<file path="config.mk">
export PLATFORM = sky130hd
export DESIGN_NAME = positional_insert_delete_array
export DESIGN_NICKNAME = d
export VERILOG_FILES = /design/src/rtl/core/pida_pkg.sv /design/src/rtl/core/pida_mem.sv /design/src/rtl/core/pida_out.sv /design/src/rtl/core/pida_ctrl.sv /design/src/rtl/core/positional_insert_delete_array.sv
export SDC_FILE = /design/constraint.sdc
export NUM_CORES = 1
export LEC_CHECK = 0
export BUFFER_PORTS_ARGS = -buffer_cell sky130_fd_sc_hd__buf_4
export CAP_MARGIN = 20
export CORE_AREA = 2 2 247 249
export CTS_BUF_LIST = sky130_fd_sc_hd__clkbuf_8
export DETAILED_ROUTE_END_ITERATION = 12
export DIE_AREA = 0 0 249 251
export PLACE_DENSITY_LB_ADDON = 0.3
export SYNTH_ARGS = -nofsm -noshare
export SYNTH_HDL_FRONTEND = slang
export SYNTH_HIERARCHICAL = 1
export SYNTH_SLANG_ARGS = --single-unit
</file>
<file path="constraint.sdc">
create_clock -name clk -period 9.1 [get_ports clk]
set_input_delay 0.455 -clock clk [delete_from_list [all_inputs] [get_ports clk]]
set_output_delay 0.455 -clock clk [all_outputs]
set_load 0.05 [all_outputs]
</file>
<file path="src/rtl/core/pida_pkg.sv">
`timescale 1ns / 1ps
// Package for the positional insert/delete array.
// Holds field widths, operation and status codes and the result struct; no dependencies.
package pida_pkg;

  localparam int KIND_W       = 2;
  localparam int POS_W        = 5;
  localparam int WORD_W       = 32;
  localparam int STATUS_W     = 2;
  localparam int COUNT_W      = 5;
  localparam int CAPACITY_DEF = 16;

  localparam logic [KIND_W-1:0] KIND_INSERT = 2'd0;
  localparam logic [KIND_W-1:0] KIND_DELETE = 2'd1;
  localparam logic [KIND_W-1:0] KIND_READ   = 2'd2;

  localparam logic [STATUS_W-1:0] ST_DONE   = 2'd0;
  localparam logic [STATUS_W-1:0] ST_BADPOS = 2'd1;
  localparam logic [STATUS_W-1:0] ST_FULL   = 2'd2;

  typedef struct packed {
    logic [STATUS_W-1:0]      status;
    logic signed [WORD_W-1:0] data;
    logic [COUNT_W-1:0]       count;
  } result_t;

endpackage

</file>
<file path="src/rtl/core/pida_mem.sv">
`timescale 1ns / 1ps
// Entry store: one write port and one registered read port.
// Depends on pida_pkg for the word width.
module pida_mem
  import pida_pkg::*;
#(
  parameter int DEPTH = CAPACITY_DEF,
  parameter int AW    = $clog2(CAPACITY_DEF)
) (
  input  logic                     clk,
  input  logic                     wr_en,
  input  logic [AW-1:0]            wr_addr,
  input  logic signed [WORD_W-1:0] wr_data,
  input  logic                     rd_en,
  input  logic [AW-1:0]            rd_addr,
  output logic signed [WORD_W-1:0] rd_data
);

  logic signed [WORD_W-1:0] mem [DEPTH];
  logic signed [WORD_W-1:0] rd_data_r;

  always_ff @(posedge clk) begin
    if (wr_en) begin
      mem[wr_addr] <= wr_data;
    end
    if (rd_en) begin
      rd_data_r <= mem[rd_addr];
    end
  end

  assign rd_data = rd_data_r;

endmodule

</file>
<file path="src/rtl/core/pida_out.sv">
`timescale 1ns / 1ps
// Output register that holds one result beat until it is taken.
// Depends on pida_pkg for the result struct.
module pida_out
  import pida_pkg::*;
(
  input  logic                       clk,
  input  logic                       rst_n,
  input  logic                       res_valid,
  output logic                       res_ready,
  input  result_t                    res,
  output logic                       out_valid,
  input  logic                       out_ready,
  output logic [STATUS_W-1:0]        out_status,
  output logic signed [WORD_W-1:0]   out_data,
  output logic [COUNT_W-1:0]         out_count
);

  result_t res_r;
  logic    out_valid_r;

  assign res_ready = !out_valid_r || out_ready;

  always_ff @(posedge clk) begin
    if (!rst_n) begin
      out_valid_r <= 1'b0;
    end else if (res_valid && res_ready) begin
      out_valid_r <= 1'b1;
    end else if (out_ready) begin
      out_valid_r <= 1'b0;
    end
  end

  always_ff @(posedge clk) begin
    if (res_valid && res_ready) begin
      res_r <= res;
    end
  end

  assign out_valid  = out_valid_r;
  assign out_status = res_r.status;
  assign out_data   = res_r.data;
  assign out_count  = res_r.count;

endmodule

</file>
<file path="src/rtl/core/pida_ctrl.sv">
`timescale 1ns / 1ps
// Sequencer that checks each operation and moves entries through the store one per cycle.
// Depends on pida_pkg for codes, widths and the result struct.
module pida_ctrl
  import pida_pkg::*;
#(
  parameter int CAPACITY = CAPACITY_DEF,
  parameter int AW       = $clog2(CAPACITY_DEF),
  parameter int FW       = $clog2(CAPACITY_DEF + 1)
) (
  input  logic                     clk,
  input  logic                     rst_n,
  input  logic                     in_valid,
  output logic                     in_ready,
  input  logic [KIND_W-1:0]        in_kind,
  input  logic [POS_W-1:0]         in_position,
  input  logic signed [WORD_W-1:0] in_value,
  output logic                     res_valid,
  input  logic                     res_ready,
  output result_t                  res,
  output logic                     wr_en,
  output logic [AW-1:0]            wr_addr,
  output logic signed [WORD_W-1:0] wr_data,
  output logic                     rd_en,
  output logic [AW-1:0]            rd_addr,
  input  logic signed [WORD_W-1:0] rd_data
);

  localparam int CW = (FW > POS_W) ? FW : POS_W;

  typedef enum logic [2:0] {
    S_IDLE  = 3'b001,
    S_SHIFT = 3'b010,
    S_RESP  = 3'b100
  } state_t;

  state_t                   state_r, state_nxt;
  logic [FW-1:0]            fill_r, fill_nxt;
  logic [KIND_W-1:0]        kind_r, kind_nxt;
  logic [AW-1:0]            pos_r, pos_nxt;
  logic signed [WORD_W-1:0] val_r, val_nxt;
  logic [STATUS_W-1:0]      status_r, status_nxt;
  logic signed [WORD_W-1:0] data_r, data_nxt;
  logic [AW-1:0]            cur_r, cur_nxt;
  logic [FW-1:0]            left_r, left_nxt;
  logic                     rv_r, rv_nxt;
  logic [AW-1:0]            ra_r, ra_nxt;

  logic [CW-1:0] pos_ext;
  logic [CW-1:0] fill_ext;
  logic [CW-1:0] diff;

  assign pos_ext  = CW'(in_position);
  assign fill_ext = CW'(fill_r);
  assign diff     = fill_ext - pos_ext;

  always_comb begin
    state_nxt  = state_r;
    fill_nxt   = fill_r;
    kind_nxt   = kind_r;
    pos_nxt    = pos_r;
    val_nxt    = val_r;
    status_nxt = status_r;
    data_nxt   = data_r;
    cur_nxt    = cur_r;
    left_nxt   = left_r;
    rv_nxt     = rv_r;
    ra_nxt     = ra_r;
    in_ready   = 1'b0;
    res_valid  = 1'b0;
    wr_en      = 1'b0;
    wr_addr    = pos_r;
    wr_data    = rd_data;
    rd_en      = 1'b0;
    rd_addr    = cur_r;
    res.status = status_r;
    res.data   = data_r;
    res.count  = COUNT_W'(fill_r);
    unique case (state_r)
      S_IDLE: begin
        in_ready = 1'b1;
        if (in_valid) begin
          kind_nxt   = in_kind;
          pos_nxt    = AW'(in_position);
          val_nxt    = in_value;
          status_nxt = ST_DONE;
          data_nxt   = '0;
          rv_nxt     = 1'b0;
          cur_nxt    = AW'(in_position);
          left_nxt   = FW'(diff);
          state_nxt  = S_SHIFT;
          unique case (in_kind)
            KIND_INSERT: begin
              cur_nxt = AW'(fill_r - FW'(1));
              if (pos_ext > fill_ext) begin
                status_nxt = ST_BADPOS;
                state_nxt  = S_RESP;
              end else if (fill_ext >= CW'(CAPACITY)) begin
                status_nxt = ST_FULL;
                state_nxt  = S_RESP;
              end
            end
            KIND_DELETE: begin
              if (pos_ext >= fill_ext) begin
                status_nxt = ST_BADPOS;
                state_nxt  = S_RESP;
              end
            end
            KIND_READ: begin
              left_nxt = FW'(1);
              if (pos_ext >= fill_ext) begin
                status_nxt = ST_BADPOS;
                state_nxt  = S_RESP;
              end
            end
            default: begin
              state_nxt = S_RESP;
            end
          endcase
        end
      end
      S_SHIFT: begin
        rv_nxt = 1'b0;
        if (rv_r) begin
          unique case (kind_r)
            KIND_READ: begin
              data_nxt = rd_data;
            end
            KIND_DELETE: begin
              if (ra_r == pos_r) begin
                data_nxt = rd_data;
              end else begin
                wr_en   = 1'b1;
                wr_addr = ra_r - AW'(1);
              end
            end
            KIND_INSERT: begin
              wr_en   = 1'b1;
              wr_addr = ra_r + AW'(1);
            end
            default: begin
            end
          endcase
        end
        if (left_r != '0) begin
          rd_en    = 1'b1;
          rv_nxt   = 1'b1;
          ra_nxt   = cur_r;
          left_nxt = left_r - FW'(1);
          cur_nxt  = (kind_r == KIND_INSERT) ? cur_r - AW'(1) : cur_r + AW'(1);
        end else if (!rv_r) begin
          state_nxt = S_RESP;
          if (kind_r == KIND_INSERT) begin
            wr_en    = 1'b1;
            wr_addr  = pos_r;
            wr_data  = val_r;
            fill_nxt = fill_r + FW'(1);
          end else if (kind_r == KIND_DELETE) begin
            fill_nxt = fill_r - FW'(1);
          end
        end
      end
      S_RESP: begin
        res_valid = 1'b1;
        if (res_ready) begin
          state_nxt = S_IDLE;
        end
      end
      default: begin
        state_nxt = S_IDLE;
      end
    endcase
  end

  always_ff @(posedge clk) begin
    if (!rst_n) begin
      state_r <= S_IDLE;
      fill_r  <= '0;
      rv_r    <= 1'b0;
    end else begin
      state_r <= state_nxt;
      fill_r  <= fill_nxt;
      rv_r    <= rv_nxt;
    end
  end

  always_ff @(posedge clk) begin
    kind_r   <= kind_nxt;
    pos_r    <= pos_nxt;
    val_r    <= val_nxt;
    status_r <= status_nxt;
    data_r   <= data_nxt;
    cur_r    <= cur_nxt;
    left_r   <= left_nxt;
    ra_r     <= ra_nxt;
  end

endmodule

</file>
<file path="src/rtl/core/positional_insert_delete_array.sv">
`timescale 1ns / 1ps
// Positional insert/delete array: an ordered list of signed words in a store with one read port
// and one write port.
// A rejected item or one of the unused kind goes straight to its result, a read fetches its one
// entry from the store, and an insert or delete moves the later entries by one place per cycle
// through the store's one read and one write port. The next beat is taken as soon as the
// previous result sits in the output register. Count reports the number of stored words
// modulo 32, and no clearing pass follows reset.
module positional_insert_delete_array
  import pida_pkg::*;
#(
  parameter int CAPACITY = CAPACITY_DEF
) (
  input  logic                     clk,
  input  logic                     rst_n,
  input  logic                     in_valid,
  output logic                     in_ready,
  input  logic [KIND_W-1:0]        in_kind,
  input  logic [POS_W-1:0]         in_position,
  input  logic signed [WORD_W-1:0] in_value,
  output logic                     out_valid,
  input  logic                     out_ready,
  output logic [STATUS_W-1:0]      out_status,
  output logic signed [WORD_W-1:0] out_data,
  output logic [COUNT_W-1:0]       out_count
);

  localparam int AW = $clog2(CAPACITY);
  localparam int FW = $clog2(CAPACITY + 1);

  logic                     res_valid;
  logic                     res_ready;
  result_t                  res;
  logic                     wr_en;
  logic [AW-1:0]            wr_addr;
  logic signed [WORD_W-1:0] wr_data;
  logic                     rd_en;
  logic [AW-1:0]            rd_addr;
  logic signed [WORD_W-1:0] rd_data;

  pida_ctrl #(
    .CAPACITY (CAPACITY),
    .AW       (AW),
    .FW       (FW)
  ) u_ctrl (
    .clk         (clk),
    .rst_n       (rst_n),
    .in_valid    (in_valid),
    .in_ready    (in_ready),
    .in_kind     (in_kind),
    .in_position (in_position),
    .in_value    (in_value),
    .res_valid   (res_valid),
    .res_ready   (res_ready),
    .res         (res),
    .wr_en       (wr_en),
    .wr_addr     (wr_addr),
    .wr_data     (wr_data),
    .rd_en       (rd_en),
    .rd_addr     (rd_addr),
    .rd_data     (rd_data)
  );

  pida_mem #(
    .DEPTH (CAPACITY),
    .AW    (AW)
  ) u_mem (
    .clk     (clk),
    .wr_en   (wr_en),
    .wr_addr (wr_addr),
    .wr_data (wr_data),
    .rd_en   (rd_en),
    .rd_addr (rd_addr),
    .rd_data (rd_data)
  );

  pida_out u_out (
    .clk        (clk),
    .rst_n      (rst_n),
    .res_valid  (res_valid),
    .res_ready  (res_ready),
    .res        (res),
    .out_valid  (out_valid),
    .out_ready  (out_ready),
    .out_status (out_status),
    .out_data   (out_data),
    .out_count  (out_count)
  );

endmodule

</file>
## Word level (Yosys, flattened, before mapping)

Memories as Yosys holds them, arrays and structs flattened. A register that Yosys moved wholly into a read port is not among the register bits.
Index checks and enable logic that the tools add are counted.
W data, S select, Z words.

- RAM bits: 512
- Memories kept: 1
- Output and inout port bits: 41
- Logic and storage cells: 119
- Bits in latches: 0
- Register bits: 134
- Input bits: 43
- ROM bits: 0

Memories:

| memory | words | width | read ports | clocked after memory_dff | wr ports | RTL line | RTL |
|---|---|---|---|---|---|---|---|
| u_mem.mem | 16 | 32 | 1 | 1 | 1 | pida_mem.sv:19 | `logic signed [WORD_W-1:0] mem [DEPTH];` |

- Equality and inequality tests: 16
- $add $sub $neg: 8
- Bitwise logic cells: 2
- $mul: 0
- Mux-type cells: 57
- Reduce and logical (&&, ||, !) cells: 17
- Div/mod/pow operators: 0
- $lt $le $gt $ge: 3
- Shifts and indexed selects: 0

Operators with widths:

| kind | number |
|---|---|
| $mux W32 | 7 |
| $pmux W32 S2 | 2 |
| $mux W4 | 10 |
| $mux W5 | 5 |
| $mux W3 | 7 |
| $mux W1 | 16 |
| $pmux W4 S2 | 2 |
| $pmux W5 S2 | 1 |
| $sub A5 B1 Y5 const B | 2 |
| $pmux W3 S3 | 1 |
| $add A4 B1 Y4 const B | 2 |
| $reduce_and A4 Y1 | 2 |
| $sub A4 B1 Y4 const B | 2 |
| $ne A2 B1 Y1 const B | 3 |
| $ne A2 B2 Y1 const B | 3 |
| $ne A3 B2 Y1 const B | 2 |
| $pmux W3 S2 | 1 |
| $reduce_and A2 Y1 | 3 |
| $reduce_bool A2 Y1 | 3 |
| $add A5 B1 Y5 const B | 1 |
| $ge A5 B5 Y1 | 1 |
| $ge A5 B5 Y1 const B | 1 |
| $gt A5 B5 Y1 | 1 |
| $reduce_and A5 Y1 | 1 |
| 18 further kinds | 24 |

## Logic depth before layout (Yosys ltp)

Gate-level depths: netlist (run 1).

- Depth after elaboration: 10
- Gate-level depth with buffers: 9
- Mapped depth without buffers: 8

## Modules after synthesis

The synthesis (run 1) kept the hierarchy.

Modules (own cells, without submodules):

| module | area each (µm²) | instances | sequential area each (µm²) | cells each |
|---|---|---|---|---|
| pida_mem | 20,155.6 | 1 | 16,335.7 | 838 |
| pida_ctrl | 4,727.0 | 1 | 2,732.6 | 340 |
| pida_out | 1,228.7 | 1 | 1,191.1 | 44 |

## Worst setup path before layout (run 1)

No wires, ideal clock.

- Kind: reg-to-reg
- Start: register u_ctrl.left_r[0]
- End: memory u_mem.mem[0][0], enable pin
- Required time: 8,639 ps
- Stages on the path, launching flop included: 10
- Path buffers: 1
- Clock period less this slack: 4,822 ps
- Library setup time: 461 ps
- Arrival: 4,361 ps
- Slack: 4,278 ps
- Cell sequence: edfxtp_1 -> inv_1 -> ha_1 -> or3b_4 -> nor3_4 -> nand3_4 -> buf_6 -> nand2_1 -> or3b_2 -> nor3_1

- Word-level cells in the longest chain between the ends: 5
- Elaborated cells on any way between the ends: 7
- Classes of those cells: mux (6); reduce/logical (1)

Ends and longest elaborated chain:

| what | RTL line | RTL |
|---|---|---|
| start: declaration | pida_ctrl.sv:45 | `logic [FW-1:0] left_r, left_nxt;` |
| start signal: assignment | pida_ctrl.sv:194 | `left_r <= left_nxt;` |
| $reduce_bool A5 Y1 | pida_ctrl.sv:145 | `if (left_r != '0) begin` |
| $mux W1 | pida_ctrl.sv:145 |  |
| $mux W1 | pida_ctrl.sv:79 | `unique case (state_r)` |
| named net wr_en | positional_insert_delete_array.sv:34 | `logic wr_en;` |
| $mux W1 | pida_mem.sv:23 | `if (wr_en) begin` |
| $mux W1 (not written as such) | pida_mem.sv:24 | `mem[wr_addr] <= wr_data;` |
| end: declaration | pida_mem.sv:19 |  |

The timed path passes the listed nets, and every way through them passes these cells.

## Worst setup path in the final report (run 1)

- Start: register u_ctrl.left_r[0]
- End: memory u_mem.mem[9][3], enable pin

The elaborated chain is that of the path after synthesis.

==> impl_metrics.tcl, run 1 <==
set metrics [dict create \
    run_status "finished clean" \
    multi_input_area_um2 5630 \
    grt_pass1_vias 13112 \
    cts_repair_resize_count 0 \
    groute.layer.met3.usage_pct 3.707 \
    max-clock-path-buffers 3 \
    num_antenna_cells 0 \
    dominantRegCellSynth "edfxtp_1" \
    grt-ovfl-total 0 \
    slew_headroom_pct 25.91 \
    whs_ps 70.40 \
    cts.sink_count 678 \
    stdcell_count 2302 \
    initial_antenna_violation_count 2 \
    vdd.ir_drop.worst_v 0.0001052 \
    area.sequential_um2 20260 \
    crit_family "simple AND/OR/NAND/NOR gates" \
    cts_inserted_buffers 109 \
    crit_cells 9 \
    placed_area_um2 27880 \
    avgSynthCellArea_um2 21.37 \
    postSynthRegisterBits 678 \
    grt_first_pass_wirelength_um 80740 \
    powerDensity_nw_per_um2 207.6 \
    fill_cells 4758 \
    slew_at_the_pin_closest_to_its_max_slew_limit_ps 1109 \
    clk_root_buffer_cell "clkbuf_8" \
    met2_usage_pct 27.39 \
    global_route.peak_usage_layer "met2" \
    worst_ep_required_time_ps 9430 \
    regToRegEndpoint "u_mem/mem[9][3]$_DFFE_PP_" \
    area_delta_synth_final_pct 16.46 \
    syn_nets 1283 \
    setup.worst_path.start_class "flip-flop" \
    critPathBufInv 2 \
    final_nets 1495 \
    final_antenna_net_count 0 \
    dp.final_hpwl_um 29830 \
    drt_first_pass_iters 5 \
    crit_path_end_kind "flip-flop" \
    vias_per_cell 5.430 \
    number_of_warning_messages_in_the_yosys_log 6 \
    crit_type "flip-flop to flip-flop" \
    syn-instance-count 1222 \
    drive_gt1_share_pct 29.54 \
    worstPathArrival_ps 4650 \
    via_count 12499 \
    io_buffers 83 \
    final.period_utilization_pct 47.45 \
    reg2reg_slack_ps 4780 \
    cts.reportedPaths.clkPinSlew_ps 50 \
    edff_count_synth 668 \
    finalInstanceArea_um2 30410 \
    largest_stage_delay_on_the_critical_path_ps 720 \
    cts_htree_levels 3 \
    setup_viol_count_final 0 \
    min-delay-path-class "input pin to flip-flop" \
    crit_chain "inv_1 -> ha_1 -> or3b_4 -> nor3_4 -> nand3_4 -> nand2_1 -> nand3b_1 -> nor2_4 -> buf_4" \
    globalplace.congestion 0.7616 \
    die-area_um2 62500 \
    detail_route.wl_per_cell_um 23.13 \
    clock_skew_ps 30.11 \
    maxCapViolations 0 \
    netlist_area_pre_place_um2 26110 \
    timing.fmax_ghz 0.2316 \
    detail_route.drc_violations 0 \
    leakage_uw 0.01023 \
    row_count 90 \
    worst-r2r-cell-count 9 \
    clk-insertion-delay-late_ps 700 \
    unrepaired_setup_endpoints_after_global_routing "no" \
    final_core_utilization_pct 50.86 \
    endpoint "u_mem/mem[9][3]$_DFFE_PP_" \
    async_flop_share_pct 0 \
    floorplan.io_pins 84 \
    worst_path_slowest_cell "nand3_4" \
    detail_route.iter0.violations 1065 \
    cp-startpoint "u_ctrl/left_r[0]$_DFFE_PP_" \
    r2r-start "u_ctrl/left_r[0]$_DFFE_PP_" \
    timing.hold.worst_path_depth 2 \
    hold_viol 0 \
    core_area_um2 59790 \
    critPathMaxFanout 33 \
    starting_density_of_the_core_pct 43.67 \
    die_h_um 251 \
    cts_tree "built" \
    synth_sequential_area_ratio_pct 77.59 \
    fin_setup_tns_ps 0 \
    route.final.wire_length_um 53240 \
    largest_net_degree_at_the_start_of_global_routing 58 \
    ys_types 60 \
    numPlacedInstances 2062 \
    groute.usage.overall_pct 17.27 \
    grt_util_met1_pct 24.08 \
    timing.final.crit_period_ps 4318 \
    fp.dieW_um 249 \
    drv_slew 0 \
]
-- where the power goes --
part	total, uW	internal, uW	leakage (uW)	switching (uW)
registers	3480	3460	0.00614	24.1
clock network	2430	1270	0.00119	1160
logic	400	172	0.00290	228
total	6310	4900	0.0102	1410
-- per-stage QoR --
step | setup WS, ps | total power, uW
2_1_floorplan | 4278 | 3810
3_3_place_gp | 4783 | 3932
3_5_place_dp | 4666 | 3939
4_1_cts | 4640 | 6399
5_1_grt | 4436 | 6560
6_report | 4782 | 6313
-- cell usage in the layout (no fill, tap or decap), drive strengths merged, types with 5 or more instances in the layout --
| master | instances |
|---|---|
| a21oi | 6 |
| a22oi | 64 |
| and2 | 38 |
| buf | 115 |
| clkbuf | 114 |
| clkinv | 33 |
| dfxtp | 10 |
| dlygate4sd3 | 39 |
| edfxtp | 668 |
| ha | 16 |
| inv | 68 |
| mux2 | 34 |
| mux4 | 128 |
| nand2 | 48 |
| nand2b | 5 |
| nor2 | 19 |
| nor2b | 7 |
| nor3 | 8 |
| o21ai | 12 |
| o22ai | 7 |
| xnor2 | 19 |
-- final cells by class --
type	instances	area share, %
Tap cell	782	3.217
Multi-Input combinational cell	468	18.51
Inverter	23	0.2839
Clock buffer	114	5.159
Sequential cell	678	66.62
Clock inverter	83	1.539
Timing Repair Buffer	154	4.666
-- worst min path at each step --
| stage | to | from | slack [ps] |
|---|---|---|---|
| floorplan | u_out/out_data[0]$_DFFE_PP_ | u_ctrl/data_r[0]$_SDFFCE_PN0P_ | 400 |
| global placement | u_out/out_data[27]$_DFFE_PP_ | u_ctrl/data_r[27]$_SDFFCE_PN0P_ | 400 |
| detailed placement | u_out/out_data[0]$_DFFE_PP_ | u_ctrl/data_r[0]$_SDFFCE_PN0P_ | 400 |
| CTS | u_ctrl/fill_ext[3]$_SDFFE_PN0P_ | rst_n | 5 |
| global route | u_ctrl/fill_ext[3]$_SDFFE_PN0P_ | rst_n | 40 |
| finish | u_ctrl/fill_ext[3]$_SDFFE_PN0P_ | rst_n | 70 |
-- registers in the layout, summed over array words and instances, names as in the netlist, 5 cells and up --
signal	count
u_ctrl/data_r	32
u_ctrl/fill_ext	5
u_ctrl/left_r	5
u_ctrl/val_r	32
u_mem/mem	512
u_mem/rd_data	32
u_out/out_count	5
u_out/out_data	32
-- timing repair --
action                                 CTS  global route
setup endpoints to repair                0             0
endpoints found under the hold margin   39             0
hold buffers                            39             0
buffers inserted                         0             0
-- cell usage after synthesis (5+ instances only) --
master	n	area [um2]
o22ai_1	7	43.79
o21ai_0	10	50.05
nor2_1	18	67.56
nand2_1	48	180.2
buf_1	10	37.54
mux2_2	5	56.30
clkbuf_1	24	90.09
dfxtp_1	10	200.2
xnor2_1	19	166.4
mux2_4	29	435.4
nor2b_1	7	43.79
a22oi_1	64	480.5
buf_2	7	35.03
and2_1	37	231.5
edfxtp_1	668	20060
nor3_1	7	35.03
mux4_2	128	2883
inv_1	23	86.33
ha_1	16	200.2
buf_4	9	67.56
a21oi_1	6	30.03
-- cells by family after synthesis --
group | share of synthesized area (%)
compound gates | 3.096
xor+xnor | 0.7715
fa+ha+maj | 0.9200
buf+inv | 1.342
flops | 77.59
mux | 13.08
simple gates | 3.206
-- metal layers --
layer / vias up / part of all wire, %
met1: 6529 / 44
met4: 0 / 2.0
met5: - / 0
li1: 5459 / -
met3: 80 / 6.4
met2: 431 / 48
Power figures use the tool's default switching activity.
==> run 2, diff against run 1 <==
Clock period 9.1 ns to 3.64 ns, I/O delays scaled along.
==> run 2 against run 1 <==
Register-to-register slack worse by 4300 ps. Die area stayed put. Largest cell class unchanged. Highest routed layer unchanged. Critical endpoint is now u_mem/mem[0][23]$_DFFE_PP_. Utilization grew 0.21 points.
==> impl_metrics.tcl, run 2 (synthesis gave the netlist of run 1 again) <==
set metrics [dict create \
    area_delta_synth_final_pct 16.94 \
    worst-r2r-cell-count 9 \
    max-clock-path-buffers 3 \
    setup_viol_count_final 0 \
    worst_path_most_repeated_cell "nor3_4" \
    globalplace.congestion 0.7722 \
    io_buffers 83 \
    hold_end "u_ctrl/val_r[21]$_DFFE_PP_" \
    min-delay-start "in_value[21]" \
    seq_power_share_pct 56.0 \
    num_antenna_cells 0 \
    groute.usage.overall_pct 18.12 \
    net_sw_share_pct 22.95 \
    fp.dieW_um 249 \
    dpl_worst_slack_ps 483.0 \
    min-delay-path-class "input pin to flip-flop" \
    final_common_cell "edfxtp_1" \
    whs_ps 179.1 \
    detail_route.wl_per_cell_um 23.79 \
    worstPathArrival_ps 3560 \
    reg2reg_slack_ps 480 \
    worst_path_slowest_cell "or3b_2" \
    final_core_utilization_pct 51.07 \
    timing.fmax_ghz 0.3166 \
    numPlacedInstances 2085 \
    drt_first_pass_iters 7 \
    cts_repair_resize_count 0 \
    maxCapViolations 0 \
    hold_viol 0 \
    clkPwrFrac_pct 37.3 \
    r2r-start "u_ctrl/left_r[0]$_DFFE_PP_" \
    grt_pass1_vias 13380 \
    cts_inserted_buffers 109 \
    grt_first_pass_wirelength_um 84000 \
    die_h_um 251 \
    via_count 12619 \
    registers.top_by_ff_count "u_mem/mem" \
    final.period_utilization_pct 86.79 \
    cts.reportedPaths.clkPinSlew_ps 60 \
    timing.hold.worst_path_depth 2 \
    drv_slew 0 \
    layout_common_cells "668 x edfxtp_1, 128 x mux4_2, 116 x buf_4, 110 x clkbuf_8, 64 x a22oi_1" \
    cts_htree_levels 3 \
    drive_gt1_share_pct 30.69 \
    detail_route.iter0.violations 1037 \
    net-switching-power_uw 3571 \
    run_status "finished clean" \
    starting_density_of_the_core_pct 43.67 \
    grt-ovfl-total 0 \
    detail_route.drc_violations 0 \
    crit_path_end_kind "flip-flop" \
    final_nets 1516 \
    cts.sink_count 678 \
    core_area_um2 59790 \
    clock_skew_ps 41.73 \
    unrepaired_setup_endpoints_after_global_routing "no" \
    stdcell_count 2320 \
    regToRegEndpoint "u_mem/mem[0][23]$_DFFE_PP_" \
    timing.final.crit_period_ps 3159 \
    slew_at_the_pin_closest_to_its_max_slew_limit_ps 948.8 \
    crit_chain "inv_1 -> ha_1 -> or3b_4 -> nor3_4 -> nand3_4 -> nand2_1 -> or3b_2 -> nor3_4 -> buf_4" \
    largest_stage_delay_on_the_critical_path_ps 600 \
    row_count 90 \
    crit_type "flip-flop to flip-flop" \
    route.final.wire_length_um 55200 \
    largest_net_degree_at_the_start_of_global_routing 74 \
    leakage_uw 0.01027 \
    initial_antenna_violation_count 2 \
    largest_register_ff_count 512 \
    setup.worst_path.start_class "flip-flop" \
    die-area_um2 62500 \
    floorplan.io_pins 84 \
    final_antenna_net_count 0 \
    cts_tree "built" \
    slew_headroom_pct 36.75 \
    vias_per_cell 5.439 \
    clk-insertion-delay-late_ps 710 \
    dp.final_hpwl_um 32470 \
    crit_family "simple AND/OR/NAND/NOR gates" \
    powerDensity_nw_per_um2 509.6 \
    vdd.ir_drop.worst_v 0.0002648 \
    worst_ep_required_time_ps 4040 \
    final_critical_path_setup_slack_ps 481.0 \
    clk_root_buffer_cell "clkbuf_8" \
    critPathBufInv 2 \
    p_comb_share_pct 6.7 \
    internal_power_uw 11990 \
    critPathMaxFanout 9 \
]
## run 2: changes by cell type in the layout (fill, tap and decap cells not counted), moves of 4 or more
cell | previous run | this run
buf_16 | 7 | 0
clkinv_2 | 10 | 20
nor3_4 | 1 | 5
clkbuf_8 | 114 | 110
buf_12 | 2 | 18
inv_1 | 62 | 51
clkinv_1 | 22 | 26
buf_4 | 106 | 116
nor3_2 | 4 | 0
## run 2: how the worst max path moves through the flow
stage          slack, ps                        from  depth (start not counted)                         end
2_1_floorplan       -330  u_ctrl/left_r[0]$_DFFE_PP_                          9   u_mem/mem[1][0]$_DFFE_PP_
3_3_place_gp         510    u_ctrl/ra_r[2]$_DFFE_PP_                          8  u_mem/mem[6][30]$_DFFE_PP_
3_5_place_dp         480  u_ctrl/left_r[0]$_DFFE_PP_                          9  u_mem/mem[0][24]$_DFFE_PP_
4_1_cts              470  u_ctrl/left_r[0]$_DFFE_PP_                          9   u_mem/mem[0][8]$_DFFE_PP_
5_1_grt              330    u_ctrl/ra_r[3]$_DFFE_PP_                          8  u_mem/mem[6][25]$_DFFE_PP_
6_report             480  u_ctrl/left_r[0]$_DFFE_PP_                          9  u_mem/mem[0][23]$_DFFE_PP_
## run 2: cell type report
cell class,count,area (um2)
clock buffer,110,1514
clock inverter,84,404.1
timing repair buffer,175,1642
tap,782,978.4
inverter,23,86.33
sequential,678,20260
multi-input combinational,468,5650
fill,4741,29260
## run 2: routing by layer
layer / global-route usage (%) / share of wire [%]
met4: 5.784 / 1.8
met3: 4.545 / 8.0
met2: 28.14 / 47
met5: 0 / 0
met1: 25.35 / 43
## run 2: metrics by stage
step                      cell area, um2  total power (uW)  setup TNS [ps]
final                              30530             15560               0
after global routing               30530             16190               0
after CTS                          30530             15770               0
after detailed placement           28210              9896               0
after global placement             28210              9883               0
after floorplan                    26140              9526          -49060
## run 2: power by group through the flow
| stage | registers (uW) | clock network [uW] | logic (uW) |
|---|---|---|---|
| final | 8710 | 5810 | 1040 |
| after global routing | 8720 | 6350 | 1130 |
| after CTS | 8710 | 5990 | 1060 |
| after detailed placement | 8870 | 0 | 1020 |
| after global placement | 8870 | 0 | 1010 |
| after floorplan | 8900 | 0 | 622 |
## run 2: what timing repair did
action,CTS,global route
hold endpoints to repair,53,0
hold buffers,41,0
buffers inserted,0,0
